<file path="config.mk">
export PLATFORM = sky130hd
export DESIGN_NAME = apt_merge
export DESIGN_NICKNAME = d
export VERILOG_FILES = /design/src/apt_pkg.sv /design/src/apt_merge.sv
export SDC_FILE = /design/constraint.sdc
export NUM_CORES = 1
export LEC_CHECK = 0
export BUFFER_PORTS_ARGS = -buffer_cell sky130_fd_sc_hd__buf_2
export CAP_MARGIN = 20
export CORE_AREA = 2 2 100 102
export DETAILED_ROUTE_END_ITERATION = 10
export DIE_AREA = 0 0 102 104
export MAX_ROUTING_LAYER = met4
export PLACE_DENSITY = 0.84
export SLEW_MARGIN = 20
export SYNTH_ARGS = -nofsm -noshare
export SYNTH_HDL_FRONTEND = slang
export SYNTH_SLANG_ARGS = --single-unit
</file>
<file path="constraint.sdc">
create_clock -name i_clk -period 2.49 [get_ports i_clk]
set_clock_uncertainty 0.2 [all_clocks]
set_input_delay 0.3735 -clock i_clk [delete_from_list [all_inputs] [get_ports i_clk]]
set_output_delay 0.3735 -clock i_clk [all_outputs]
set_load 0.01 [all_outputs]
</file>
<file path="src/apt_pkg.sv">
// ----------------------------------------------------------------------------
// apt_pkg
// Shared types and constants of the affine point transform core.
// ----------------------------------------------------------------------------
package apt_pkg;

    localparam int FRAC_BITS_DEF = 16;

    localparam logic [1:0] MODE_LOAD = 2'd0;
    localparam logic [1:0] MODE_FULL = 2'd1;
    localparam logic [1:0] MODE_ROT  = 2'd2;
    localparam logic [1:0] MODE_INV  = 2'd3;

    typedef struct packed {
        logic [1:0]         mode;
        logic [3:0]         elem_index;
        logic signed [31:0] elem_value;
        logic signed [31:0] x_in;
        logic signed [31:0] y_in;
        logic signed [31:0] z_in;
    } t_in_word;

    typedef struct packed {
        logic signed [31:0] x_out;
        logic signed [31:0] y_out;
        logic signed [31:0] z_out;
        logic               overflow;
    } t_out_word;

    typedef struct packed {
        logic s2;
        logic s3;
        logic s4;
    } t_lane_en;

endpackage

</file>
<file path="src/apt_merge.sv">
// ----------------------------------------------------------------------------
// apt_merge
// Saturate the lane sums, combine overflow, and hold the output word.
// ----------------------------------------------------------------------------
module apt_merge #(
    parameter int FRAC_BITS = apt_pkg::FRAC_BITS_DEF
) (
    input  logic                           i_clk,
    input  logic                           i_en,
    input  logic signed [63-FRAC_BITS+2:0] i_sum [3],
    output apt_pkg::t_out_word             o_data
);
    import apt_pkg::*;

    localparam int SW = 64 - FRAC_BITS + 2;
    localparam logic signed [SW-1:0] MAXV = {{(SW-32){1'b0}}, 32'h7FFF_FFFF};
    localparam logic signed [SW-1:0] MINV = {{(SW-32){1'b1}}, 32'h8000_0000};

    logic signed [31:0] w_sat [3];
    logic [2:0]         w_ovf;
    t_out_word          r_out;

    always_comb begin
        for (int r = 0; r < 3; r++) begin
            if (i_sum[r] > MAXV) begin
                w_sat[r] = 32'sh7FFF_FFFF;
                w_ovf[r] = 1'b1;
            end else if (i_sum[r] < MINV) begin
                w_sat[r] = -32'sh8000_0000;
                w_ovf[r] = 1'b1;
            end else begin
                w_sat[r] = i_sum[r][31:0];
                w_ovf[r] = 1'b0;
            end
        end
    end

    always_ff @(posedge i_clk) begin
        if (i_en) begin
            r_out.x_out    <= w_sat[0];
            r_out.y_out    <= w_sat[1];
            r_out.z_out    <= w_sat[2];
            r_out.overflow <= |w_ovf;
        end
    end

    assign o_data = r_out;

endmodule

</file>
# Yosys cells after proc, flatten, opt, wreduce, memory -nomap -nowiden
# Cells that the tools add are included.
[totals]
input_bits = 152
word_cells = 20
regBits = 97
[op_classes]
n_lt_le_gt_ge = 6
n_reduce_logical = 1
n_mux = 9
[ops]
columns = ["op", "count"]
rows = [
  ["50-bit by 32-bit > comparator with 1-bit output, second input constant", 3],
  ["50-bit by 32-bit < comparator with 1-bit output, second input constant", 3],
  ["32-bit 2-to-1 mux", 3],
  ["1-bit 2-to-1 mux", 6],
  ["3-bit OR reduction", 1],
]

# Longest topological paths before layout
[logic_depth]
depth_word = 4
mapped_depth = 6

# Least setup slack after synthesis
# No wires, ideal clock.
[synth_timing]
kind = "input to register"
from = "input port i_sum[48] in the netlist's numbering"
to = "register r_out (netlist bit o_data[0]), data pin"
path_slack_ns = 0.423
required_time_ns = 2.017
path_stages = 4
t_arrival_ns = 1.594
path_cell_list = "or4_1 -> o41ai_4 -> and4_1 -> nand3_1"
[synth_via]
elab_chain_cells = 4
word_cells_on_any_way = 5
classes_between = "order compare (2); mux (2); reduce/logical (1)"
[synth_rtl]
columns = ["item", "line_no", "rtl"]
rows = [
  ["start: declaration", "apt_merge.sv:10", "input logic signed [63-FRAC_BITS+2:0] i_sum [3],"],
  ["50-bit by 32-bit < comparator with 1-bit output", "apt_merge.sv:28", "end else if (i_sum[r] < MINV) begin"],
  ["1-bit 2-to-1 mux", "apt_merge.sv:28", ""],
  ["1-bit 2-to-1 mux *", "apt_merge.sv:25", "if (i_sum[r] > MAXV) begin"],
  ["3-bit OR reduction *", "apt_merge.sv:43", "r_out.overflow <= |w_ovf;"],
  ["end: declaration", "apt_merge.sv:21", "t_out_word r_out;"],
]
# Mark *: on every way between the ends. The rest lies on a longest branch, timed or not.
# A chain may end at the register's enable or synchronous reset.

# Worst setup path after layout
[layout_timing]
from = "input port i_sum[133] in the netlist's numbering"
to = "register r_out (netlist bit o_data[88]), data pin"
[layout_via]
elab_chain_cells = 2
word_cells_on_any_way = 3
classes_between = "order compare (2); mux (1)"
[layout_rtl]
columns = ["item", "line_no"]
rows = [
  ["50-bit by 32-bit < comparator with 1-bit output", "apt_merge.sv:28"],
  ["32-bit 2-to-1 mux", "apt_merge.sv:28"],
]
# Several ways; a longest one is shown, not always the timed one.

==> flow_metrics.py <==
metrics = {
    "synthesis": {
        "synth_top_area_cell": "edfxtp_1",
        "synthesis.area_um2": 4050,
        "synth_edf_count": 97,
        "ys_warn_count": 0,
        "ys_types": 15,
        "synth_compound_area_share_pct": 2.23,
        "ys.flop_type": "edfxtp_1",
        "yosys-top-cells-area": "edfxtp_1 (72%), nand2_1 (18%), nand4_1 (1.9%)",
        "netlist.area_leader.share_pct": 72.0,
        "ys_ff_latch": 97,
        "synthCells": 348,
        "synth_nets": 500,
        "synth_top_family_by_area": "simple AND/OR/NAND/NOR gates",
        "synth_commonest_cells": "nand2_1 (189), edfxtp_1 (97), buf_2 (12), nand4_1 (12), nor4_1 (9)",
        "synth_fa_ha_area_share_pct": 0,
        "async_flop_share_pct": 0,
        "synth_xor_area_share_pct": 0,
        "synthMuxAreaShare_pct": 0,
        "syn_area_per_cell_um2": 11.6,
        "synth-seq-area-share_pct": 72.0,
        "yosys.area_share.simple_pct": 22.6,
        "post-synth-top-count-cell": "nand2_1",
    },
    "timing": {
        "holdWs_ns": 0.0456,
        "finalSetupTns_ns": 0,
        "final_hold_viol_count": 0,
        "drv_slew": 0,
        "timing.final.crit_share_pct": 80.9,
        "rsz0062_at_grt": "no",
        "setup_violations": 0,
        "max_slew_margin_pct": 74.7,
        "finalWorstPathRequiredPeriod_ns": 2.01,
        "fmax_mhz": 497,
        "tightest_slew_ns": 0.377,
    },
    "detailed_routing": {
        "num_vias": 3538,
        "via_per_inst": 4.84,
        "antenna_left": 0,
        "dr.pass1.iters": 4,
        "wl_per_cell_um": 14.9,
        "initialDrtViolationCount": 125,
        "wirelength_um": 10900,
        "route.detailed.drc": 0,
    },
    "global_routing": {
        "grt_max_degree": 50,
        "first_global_vias": 3646,
        "grt_pass1_wl_um": 16600,
        "overflow": 0,
        "antenna_found_initial": 0,
        "track_usage_pct": 20.8,
    },
    "critical_path": {
        "crit_fanout": 29,
        "max_stage_delay_ns": 0.56,
        "critPathLaunchType": "input pin",
        "crit_required_ns": 2.37,
        "worstPathCellList": "buf_2, or4_1, o41ai_4, buf_4, nand2_1",
        "crit_slowest_cell": "or4_1",
        "worstSetupPathType": "input pin to flop",
        "arrival_ns": 1.90,
        "crit_path_end_kind": "flop",
    },
    "layout": {
        "area_growth_pct": 39.5,
        "final_cells": 731,
        "antenna_cells": 0,
        "drive_gt1_share_pct": 45.8,
        "largest_register_ffs": 97,
        "finalInstanceArea_um2": 5640,
        "fillCellCount": 818,
        "nNetsFinal": 746,
        "post-route-util_pct": 59.1,
    },
    "die": {
        "dieArea_um2": 10600,
        "rows": 36,
        "pin_count": 249,
        "fp.dieH_um": 104,
        "start_util_pct": 42.4,
        "die_w_um": 102,
        "core_um2": 9550,
    },
    "pwr": {
        "p_seq_share_pct": 55.5,
        "comb_power_share_pct": 14.9,
        "power_switching_mw": 0.845,
        "vdd_ir_drop_max_uv": 346,
        "p_leak_nw": 2.65,
        "power_density_nw_per_um2": 635,
        "p_int_mw": 2.74,
        "clkPwrFrac_pct": 29.7,
        "p_sw_share_pct": 23.6,
    },
    "clock_network": {
        "cts_tree": "built",
        "cts_sinks": 97,
        "clkTransAtPathRegs_ns": 0.09,
        "cts_max_level": 3,
        "post-cts-setup-buffers": 0,
        "cts_inserted_buffers": 9,
        "cts_root_buffer": "clkbuf_8",
        "cts_buffer_depth": 2,
        "cts_repair_resize_count": 0,
        "holdBufCountCts": 0,
    },
    "min_path": {
        "min_path_type": "input pin to flop",
    },
    "placed_design": {
        "io_buffers": 248,
        "gp_congestion": 0.816,
        "placedCellCount": 716,
        "hpwl_um": 8330,
        "placed_area_um2": 5440,
    },
    "status": {
        "status": "completed",
    },
    "job": {
        "maxCapViolCount": 0,
    },
}
-- final cells by class --
| cell class | instances | area (um^2) | area share (%) |
|---|---|---|---|
| clock inverter | 4 | 68.8 | 1.22 |
| inverter | 3 | 11.3 | 0.200 |
| sequential | 97 | 2910 | 51.6 |
| clock buffer | 11 | 131 | 2.33 |
| multi-input combinational | 227 | 1020 | 18.1 |
| timing repair buffer | 256 | 1330 | 23.5 |
| tap | 133 | 166 | 2.95 |
-- critical path, delay by kind of cell --
kind / cells / cell delay, ns
AO/OA/AOI/OAI: 1 / 0.41
buffers and inverters: 2 / 0.45
AND/OR/NAND/NOR: 2 / 0.65
-- power by group through the flow --
| stage | Clock [mW] | Sequential (mW) | Combinational [mW] |
|---|---|---|---|
| 3_5_place_dp | 0 | 2.03 | 0.535 |
| 5_1_grt | 1.15 | 2.00 | 0.587 |
| 6_report | 1.06 | 1.99 | 0.532 |
| 4_1_cts | 1.09 | 1.99 | 0.536 |
| 2_1_floorplan | 0 | 2.10 | 0.123 |
| 3_3_place_gp | 0 | 2.02 | 0.517 |
-- metrics by stage --
step           total power [mW]  setup WS (ns)
2_1_floorplan              2.23          0.423
3_3_place_gp               2.54         0.0954
3_5_place_dp               2.56         0.0942
4_1_cts                    3.61          0.465
5_1_grt                    3.74          0.377
6_report                   3.58          0.476
-- kinds of logic (layout without fill, tap and decap cells) --
family / after synthesis / in the layout
simple gates: 221 / 221
flops: 97 / 97
compound gates: 6 / 6
buf+inv: 24 / 274
-- layer usage --
layer	wire length, um	vias to the layer above	GRT usage (%)
met5	0	-	-
met4	195	0	8.19
met3	960	17	5.17
met2	5810	188	37.3
met1	3920	1642	21.3
li1	-	1691	-
-- final timing paths --
| check | slack (ns) | endpoint | cells after the start | from |
|---|---|---|---|---|
| worst min-delay path | 0.05 | o_data[96]$_SDFFCE_PN0P_ | 1 | i_sum[149] |
| worst max-delay path | 0.48 | o_data[88]$_SDFFCE_PN1P_ | 5 | i_sum[133] |
-- cell usage in the layout (no fill, tap or decap) --
cell / n
buf_2: 247
nand2_1: 189
edfxtp_1: 97
nand4_1: 12
nor4_1: 9
clkbuf_8: 9
buf_4: 7
or4_1: 6
nand3_1: 4
o21ai_2: 3
inv_1: 3
o41ai_4: 3
clkbuf_1: 2
bufinv_16: 2
buf_12: 2
and4_1: 1
clkinv_2: 1
clkinv_1: 1
Power figures use the tool's default switching activity.
